File: src/design/rwhe_pkg.sv
// Package for the running wave height estimator: widths, constants and the
// queue entry type shared by the front end and the arithmetic back end.
// No dependencies.
package rwhe_pkg;

	localparam int CELLS    = 4096;
	localparam int CELL_W   = 12;
	localparam int ADDR_W   = $clog2(CELLS);
	localparam int ELEV_W   = 16;
	localparam int STEP_W   = 20;
	localparam int TIME_W   = 48;
	localparam int START_W  = 40;
	localparam int CNT_W    = 32;
	localparam int SUM_W    = 64;
	localparam int WAVE_W   = 16;

	localparam logic [TIME_W-1:0] TIME_MAX = {TIME_W{1'b1}};
	localparam logic [CNT_W-1:0]  CNT_MAX  = {CNT_W{1'b1}};

	// job handed from the front end to the back end
	typedef struct packed {
		logic [CELL_W-1:0] cidx;
		logic              avg;
		logic [SUM_W-1:0]  ws;
		logic [SUM_W-1:0]  s2;
		logic [TIME_W-1:0] t;
		logic [CNT_W-1:0]  n;
	} job_t;

endpackage

File: src/design/rwhe_queue.sv
// Two-entry queue between the front end and the back end.
// Depends on rwhe_pkg.
module rwhe_queue import rwhe_pkg::*; (
	input  logic clk,
	input  logic arst_n,
	input  logic wr_valid,
	output logic wr_ready,
	input  job_t wr_data,
	output logic rd_valid,
	input  logic rd_ready,
	output job_t rd_data
);

	job_t       mem_q [2];
	logic       wp_q, rp_q;
	logic [1:0] cnt_q;
	logic       wr, rd;

	assign wr_ready = cnt_q != 2'd2;
	assign rd_valid = cnt_q != 2'd0;
	assign wr       = wr_valid && wr_ready;
	assign rd       = rd_valid && rd_ready;
	assign rd_data  = mem_q[rp_q];

	always_ff @(posedge clk) begin
		if (wr)
			mem_q[wp_q] <= wr_data;
	end

	always_ff @(posedge clk or negedge arst_n) begin
		if (!arst_n) begin
			wp_q  <= 1'b0;
			rp_q  <= 1'b0;
			cnt_q <= '0;
		end else begin
			if (wr)
				wp_q <= ~wp_q;
			if (rd)
				rp_q <= ~rp_q;
			cnt_q <= cnt_q + {1'b0, wr} - {1'b0, rd};
		end
	end

endmodule

File: config.mk
export PLATFORM = sky130hd
export DESIGN_NAME = rwhe_queue
export DESIGN_NICKNAME = d
export VERILOG_FILES = /design/src/design/rwhe_pkg.sv /design/src/design/rwhe_queue.sv
export SDC_FILE = /design/constraint.sdc
export NUM_CORES = 1
export LEC_CHECK = 0
export BUFFER_PORTS_ARGS = -buffer_cell sky130_fd_sc_hd__buf_2
export CAP_MARGIN = 25
export CORE_MARGIN = 4
export CORE_UTILIZATION = 32
export DETAILED_ROUTE_END_ITERATION = 8
export GPL_ROUTABILITY_DRIVEN = 1
export HOLD_SLACK_MARGIN = 0.08
export PLACE_DENSITY = 0.53
export SYNTH_ARGS = -nofsm -noshare
export SYNTH_HDL_FRONTEND = slang
export SYNTH_SLANG_ARGS = --single-unit
File: constraint.sdc
create_clock -name clk -period 15.3 [get_ports clk]
set_input_delay 3.06 -clock clk [delete_from_list [all_inputs] [get_ports clk]]
set_output_delay 3.06 -clock clk [all_outputs]
set_load 0.02 [all_outputs]
==> results of run 1 <==
[registers in the layout, summed over array words and instances, names as in the netlist]
name / count
mem_q: 442
cnt_q: 2
rp_q: 1
wp_q: 1
[layout by cell type (no fill, tap or decap)]
| master | n |
|---|---|
| buf_4 | 8 |
| or2_2 | 1 |
| buf_12 | 1 |
| and3_4 | 1 |
| dfrtp_4 | 1 |
| buf_2 | 447 |
| buf_16 | 1 |
| diode_2 | 6 |
| edfxtp_1 | 442 |
| nand2b_1 | 1 |
| bufinv_16 | 2 |
| ha_1 | 2 |
| clkbuf_1 | 11 |
| clkinv_2 | 7 |
| mux2_2 | 41 |
| mux2_4 | 180 |
| dfrtp_1 | 3 |
| inv_6 | 3 |
| xor2_1 | 1 |
| inv_1 | 1 |
| nor2_4 | 1 |
| clkbuf_16 | 49 |
| clkinv_1 | 13 |
| nand2_1 | 1 |
| xnor2_1 | 3 |
| and2_1 | 1 |
| clkinv_4 | 1 |
[metal layers]
| layer | vias to the layer above | GRT usage |
|---|---|---|
| met5 | - | 0 |
| met4 | 10 | 0.04327 |
| met3 | 68 | 0.04797 |
| met2 | 291 | 0.2100 |
| met1 | 4093 | 0.1424 |
| li1 | 3796 | - |
[cells by family (layout without fill, tap and decap cells)]
family                   after synthesis  count (layout)  synth area share
XOR/XNOR                               4               4          0.002069
adder cells (fa/ha/maj)                2               2          0.001477
buffers and inverters                 26             544           0.01810
flip-flops                           446             446            0.7896
multiplexers                         221             221            0.1868
other                                  0               6                 0
AND/OR/NAND/NOR                        6               6          0.001921
[power groups by stage]
stage	registers (W)	clock network [W]	logic [W]
after floorplan	0.00183	0	0.00115
after global placement	0.00179	0	0.00153
after global routing	0.00180	0.00116	0.00159
after CTS	0.00178	0.00110	0.00153
after detailed placement	0.00180	0	0.00153
final	0.00177	0.00106	0.00150
[worst max-delay path, stage by stage (launching register included)]
cell     delay [ns]
dfrtp_4        1.02
buf_12         0.56
mux2_4         0.38
buf_2          0.17
[Yosys cell counts]
cell type | number | area [µm²]
ha_1 | 2 | 25.02
edfxtp_1 | 442 | 13270
buf_12 | 1 | 20.02
nand2_1 | 1 | 3.750
nor2_1 | 1 | 3.750
or2_2 | 1 | 6.260
buf_8 | 10 | 150.1
mux2_4 | 180 | 2703
and2_1 | 1 | 6.260
inv_1 | 1 | 3.750
buf_6 | 10 | 112.6
mux2_2 | 41 | 461.7
nand2b_1 | 1 | 6.260
xnor2_1 | 3 | 26.28
dfrtp_1 | 4 | 100.1
and3_1 | 1 | 6.260
xor2_1 | 1 | 8.760
buf_2 | 4 | 20.02
[final timing paths]
path	startpoint	to	slack [ns]	cells past startpoint
max	rp_q	rd_data[97]	9.17	3
min	cnt_q[0]	cnt_q[0]	0.52	1
max reg2reg	cnt_q[1]	mem_q[1][80]	12.17	4
min reg2reg	cnt_q[0]	cnt_q[0]	0.52	1
max in group asynchronous	arst_n	rp_q	12.86	1
min in group asynchronous	arst_n	wp_q	2.30	1
[metrics by stage]
| stage | hold WS [ns] | worst slack, ns |
|---|---|---|
| CTS | 0.5241 | 9.120 |
| floorplan | 0.4608 | 2.175 |
| detailed placement | 0.5087 | 9.510 |
| global placement | 0.4914 | 9.488 |
| global route | 0.5713 | 9.050 |
| finish | 0.5170 | 9.165 |
[final cells by class]
type	instances	area (µm²)	share of cell area
inverters	1	3.754	0.0001761
clock inverters	26	178.9	0.008394
clock buffers	60	1267	0.05946
repair buffers	457	2345	0.1100
flip-flops and latches	446	13380	0.6275
well taps	688	860.8	0.04038
diodes	6	15.01	0.0007043
multi-input cells	233	3269	0.1534
==> results.md, run 1 <==
Clock tree:
- Clock tree synthesis selected as its root buffer the cell clkbuf_16.
- Hold repair after CTS inserted 0 buffers.
- The number of buffers added by the clock tree synthesis step is 48.
- The H-tree was split into 2 levels.
- The tree built by TritonCTS fans out to 446 sinks.
- The post-CTS clock slew at the launch and capture registers of the worst setup and hold paths is 0.06 ns.
- The CTS tree is done.
- The post-CTS setup-driven buffer insertion count is 0.
- The post-CTS resize count is 0.
- The longest clock path from root to sink contains 3 buffers.
- The clock latency on the worst-skew pair is 0.56 ns.

Die:
- The vertical die dimension is 238.1 µm.
- The die outline area is 56670 µm².
- Row generation in the floorplan step produced 84 rows.
- The width of the die is 238.1 µm.
- The core region area is 52450 µm².
- In this run the count of I/O pins placed on the die edge is 448.
- The initial utilization of the core area, before any placement, comes to 0.3229.

Routing:
- In the routed design, unresolved DRC markers number 0.
- The count of nets left with antenna violations once routing finished came out at 0.
- In the routed layout, each cell is associated on average with a via count of 4.308.
- After detailed routing, the wire length on met1 is 14100 µm.
- The total detailed-routing wirelength is 36830 µm.
- The number of DRC markers after the initial detailed-route iteration is 318.
- After detailed routing, the met3 layer carries 3199 µm of wire.
- The vias after detailed routing is 8258.
- The routed wire length per instance is 19.21 µm.
- The detailed router used layers up to and including met5.
- The detailed-routing iteration count for the pre-antenna-repair pass is 4.
- Wire segments on met2 add up to 18560 µm in the final route.

Timing:
- The number of endpoints with negative hold slack in the final report is 0.
- Setup repair after global routing left no endpoint under its margin.
- Setup violations remaining at the end of the flow were counted as 0.
- Dividing the final minimum period by the clock period gives 0.4010.
- The final period demand of the worst path is 6.135 ns.
- The worst-case headroom to the max-slew limit is 0.2771.
- The number of pins exceeding their max-slew limit in the final report was 0.
- On the final layout, the worst clock skew is 0.01324 ns.
- The actual slew at the worst max-slew pin is 1.084 ns.
- Adding up every negative setup slack in the final design gives 0 ns.
- The timing-limited maximum frequency is 163.0 MHz.

GRT:
- The maximum number of pins on one net before global-route repair is 110.
- The global-route total usage across every layer is 0.1232.
- The number of global-route vias before repair is 8706.
- The number of antenna violations at the first check in global routing came to 12.
- The wire length of the first global-routing pass is 53130 µm.
- The overflow left after global routing is 0.

Placed design:
- In this run the tool buffered the top-level ports with 447 buffer cells.
- Summing all placed instances gives a cell area of 19860 µm².
- Routability-driven placement finished with a final weighted congestion of 0.7367.
- The HPWL after detailed placement is 25330 µm.
- Counting tap cells, the placed design contains a total of 1825 instances.

Yosys:
- The number of distinct library cells after synthesis is 18.
- The register bit total from synthesis is 446.
- Synthesis produced a netlist whose cell count is 705.
- The mean cell area of the mapped netlist is 24.02 µm².
- For this run, the number of Yosys warnings is 0.
- Of the synthesized area, sequential elements account for 0.7896.
- Synthesis produced a netlist with a net count of 932.
- Summing every instance area after synthesis gives 16940 µm².

Layout:
- After filler insertion, the fill cell instance count of the layout stands at 4774.
- The net total in the final layout is 1414.
- The non-filler instance count after layout is 1917.
- The area growth from synthesis to layout is 25.86%.
- At the end of the flow the core is filled with cells to 0.4065.
- The share of final-layout standard cells stronger than drive strength 1 is 0.6083.
- After routing the design area is 21320 µm².

Flow run:
- Max-cap violations in this run came to 0.

Worst setup path:
- The peak fanout along the critical path is 109.
- The endpoint required time on the critical path is 12.24 ns.
- The worst setup path is of the reg -> out kind.
- The endpoint class of the critical path is a primary output.
- For the worst setup path, the data arrival time is 3.07 ns.
- The nature of the critical path startpoint is a register.

Pwr:
- The switching power as a share of total power is 0.3228.
- The leakage power is 8.365 nW.
- The internal power is 0.002935 W.
- The clock network fraction of total power is 0.245.
- The share of total power dissipated in combinational logic is 0.346.
- The part of the power in registers is 0.409.
- Summed over all nets, the switching power comes to 0.001399 W.
- The power density over the cells is 203.3 nW/µm².
- The overall power consumption is 0.004334 W.
- The maximum vdd drop is 0.0001808 V.

Worst hold path:
- The min-delay analysis places its worst path in the category reg -> reg.

Status:
- The flow ran to the end, and the final reports show no timing, DRC or antenna violations.
Note: power is estimated with default switching activity, not from simulation.
==> inputs of run 2 (changes only) <==
clock period = 5.65 ns   (was 15.3 ns; I/O delays follow)
==> run 2 against run 1 <==
Against the previous run:
- cell count rose by 0.16%
- clock power rose to 2.9 times the previous value
- global-route usage fell by 0.16 points
- via count fell by 0.29%
- setup slack got worse by 7.3 ns
- combinational power rose to 2.7 times the previous value
- wire length fell by 1.3%
- total power rose to 2.8 times the previous value
- sequential share of layout area fell by 0.59 points
- die area did not move
- critical path type unchanged
==> results.md, run 2 (same netlist as run 1, synthesis figures left out) <==
Routing:
- The number of antenna-violating nets in the routed design is 0 (unchanged).
- The vias after detailed routing is 8234 (was 8258).
- The number of DRC markers after the initial detailed-route iteration was 323 (was 318).
- The detailed-routing iteration count for the pre-antenna-repair pass is 4 (unchanged).
- The DRC violation count after routing is 0 (unchanged).
- The per-cell via count in the routed design came to 4.289 (was 4.308).
- The routed wire length per instance is 18.93 µm (was 19.21 µm).
- The total detailed-routing wirelength is 36350 µm (was 36830 µm).

GRT:
- The met3 routing resource usage after global routing is 0.05213 (was 0.04797).
- The maximum number of pins on one net before global-route repair is 106 (was 110).
- The overflow left after global routing was 0 (unchanged).
- The met2 global-route usage is 0.1999 (was 0.2100).
- The wire length of the first global-routing pass is 53050 µm (was 53130 µm).
- The most congested layer reported by global routing is met2 (unchanged).
- The number of global-route vias before repair is 8814 (was 8706).
- The number of antenna violations at the first check in global routing is 6 (was 12).
- The met1 track utilization from global routing is 0.1467 (was 0.1424).
- The global-route total usage across every layer is 0.1216 (was 0.1232).

Worst setup path:
- The endpoint class of the critical path is a primary output (unchanged).
- The arrival time reported for the critical path endpoint is 2.68 ns (was 3.07 ns).
- The nature of the critical path startpoint is a register (unchanged).
- The kind of critical path was reg -> out (unchanged).
- The peak fanout along the critical path came to 54 (was 109).
- The endpoint required time on the critical path is 4.52 ns (was 12.24 ns).

Layout:
- The number of filler cells placed in the layout was 4789 (was 4774).
- The area growth from synthesis to final layout is 27.05% (was 25.86%).
- The flip-flop count of the largest register, all copies and words added was 442 (unchanged).
- Top flop regs: mem_q (442), cnt_q (2) (unchanged).
- The share of final-layout standard cells stronger than drive strength 1 is 0.6124 (was 0.6083).
- Commonest cells after routing, fill and taps aside: buf_2 (447), edfxtp_1 (442), mux2_4 (180) (unchanged).
- The non-filler instance count after layout was 1920 (was 1917).
- The most frequent standard cell in the layout excluding fill and tap cells is buf_2 (unchanged).
- The net total in the final layout was 1414 (unchanged).
- The utilization after layout is 0.4103 (was 0.4065).
- The register name with the most flops is mem_q (unchanged).

Timing:
- The worst-case headroom to the max-slew limit is 0.3369 (was 0.2771).
- The number of endpoints with negative hold slack in the final report came to 0 (unchanged).
- The total of endpoints with negative setup slack in the final report is 0 (unchanged).
- Based on the critical path, the design can be clocked at up to 262.2 MHz.
- The worst hold margin was 0.3643 ns (was 0.5170 ns).
- The worst-case setup margin in the final layout came to 1.835 ns (was 9.165 ns).
- The maximum clock skew at final layout is 0.01317 ns (was 0.01324 ns).
- The portion of the clock cycle consumed by the worst path in the final layout is 0.6751.
- The actual slew at the worst max-slew pin was 0.9947 ns (was 1.084 ns).
- The summed negative setup slack over all endpoints is 0 ns (unchanged).
- The number of pins exceeding their max-slew limit in the final report is 0 (unchanged).
- The clock period could shrink to 3.815 ns.
- Setup repair after global routing missed its margin: false (unchanged).

Clock tree:
- The CTS root buffer is clkbuf_16 (unchanged).
- The number of buffers inserted for hold repair after clock tree synthesis is 0 (unchanged).
- The clock latency on the worst-skew pair is 0.57 ns (was 0.56 ns).
- The post-CTS resize count is 0 (unchanged).
- The post-CTS setup-driven buffer insertion count is 0 (unchanged).
- The number of buffers added by the clock tree synthesis step is 49 (was 48).
- The number of buffers on the longest clock path came to 3 (unchanged).
- The total number of clock tree sinks came to 446 (unchanged).
- The CTS H-tree depth is 2 (unchanged).
- The post-CTS clock slew at the launch and capture registers of the worst setup and hold paths is 0.06 ns (about the same).
- The CTS tree is done (unchanged).

Placed design:
- The total of buffers placed on input and output ports was 447 (unchanged).
- The cell count after placement is 1824 (was 1825).
- The half-perimeter wire length of the detailed placement result was 24690 µm (was 25330 µm).
- The pre-CTS worst setup slack was 2.377 ns (was 9.510 ns).
- The weighted congestion reported at the end of routability-driven placement is 0.7280 (was 0.7367).

Pwr:
- The part of the power in registers is 0.400 (was 0.409).
- The clock network fraction of total power came to 0.260 (was 0.245).
- The maximum vdd drop is 0.0003376 V (was 0.0001808 V).
- The internal power came to 0.008150 W (was 0.002935 W).
- The power density over the cells is 556.2 nW/µm² (was 203.3 nW/µm²).
- The logic gate share of total power is 0.340 (was 0.346).
- The switching power is 0.003819 W (was 0.001399 W).
- The leakage power is 8.449 nW (was 8.365 nW).
- The switching power as a share of total power came to 0.3191 (was 0.3228).

Status:
- Result of the run: finished clean (unchanged).

Die:
- The die outline area came to 56670 µm² (unchanged).
- The starting utilization of the core area is 0.3229 (unchanged).
- The width of the die is 238.1 µm (unchanged).
- The core region area is 52450 µm² (unchanged).
- The number of I/O pins is 448 (unchanged).
- The vertical die dimension is 238.1 µm (unchanged).
- The floorplan row count came to 84 (unchanged).

Worst hold path:
- The type of the most critical hold path is in -> async (was reg -> reg).

Flow run:
- The count of max-cap constraint violations is 0 (unchanged).
## run 2: changes by cell type in the layout (fill, tap and decap cells not counted), sizes merged
cell,change
buf,-1
bufinv,+3
clkinv,+3
clkinvlp,+2
diode,-2
inv,-2
## run 2: area by class of cell
type                            count  area (µm²)  share of cell area
Antenna cell                        4       10.01           0.0004652
Clock buffer                       60        1310             0.06088
Clock inverter                     32       282.8             0.01314
Inverter                            1       3.754           0.0001744
Multi-Input combinational cell    233        3269              0.1519
Sequential cell                   446       13380              0.6216
Tap cell                          688       860.8             0.04000
Timing Repair Buffer              456        2405              0.1118
## run 2: critical path, cell delays in order (launching register included)
cell     delay (ns)
dfrtp_4        1.07
buf_12         0.44
mux2_4         0.34
buf_2          0.17
## run 2: path summary, 6_finish.rpt
path | from | endpoint | slack [ns] | depth (start not counted)
min | arst_n | cnt_q[0] | 0.36 | 1
max | rp_q | rd_data[66] | 1.84 | 3
min in group clk | cnt_q[0] | cnt_q[0] | 0.52 | 1
max in group asynchronous | arst_n | rp_q | 5.15 | 1
max reg2reg | cnt_q[1] | mem_q[0][94] | 3.52 | 4
min reg2reg | cnt_q[0] | cnt_q[0] | 0.52 | 1
## run 2: metrics by stage
stage	total power (W)	instance area, µm²
after floorplan	0.007903	16950
after global placement	0.009015	19920
after detailed placement	0.009033	19920
after CTS	0.01221	21510
after global routing	0.01258	21510
final	0.01197	21520
## run 2: layer usage
layer / up-vias / part of all wire / wire length (µm)
met5: - / 0.00058 / 21
met4: 4 / 0.022 / 805
met3: 59 / 0.096 / 3508
met2: 308 / 0.48 / 17420
met1: 4074 / 0.40 / 14600
li1: 3789 / - / -
## run 2: power groups by stage
stage	clock network [W]	registers (W)	logic (W)
5_1_grt	0.00338	0.00486	0.00433
4_1_cts	0.00323	0.00480	0.00418
6_report	0.00311	0.00478	0.00407
3_5_place_dp	0	0.00487	0.00417
3_3_place_gp	0	0.00484	0.00418
2_1_floorplan	0	0.00479	0.00311
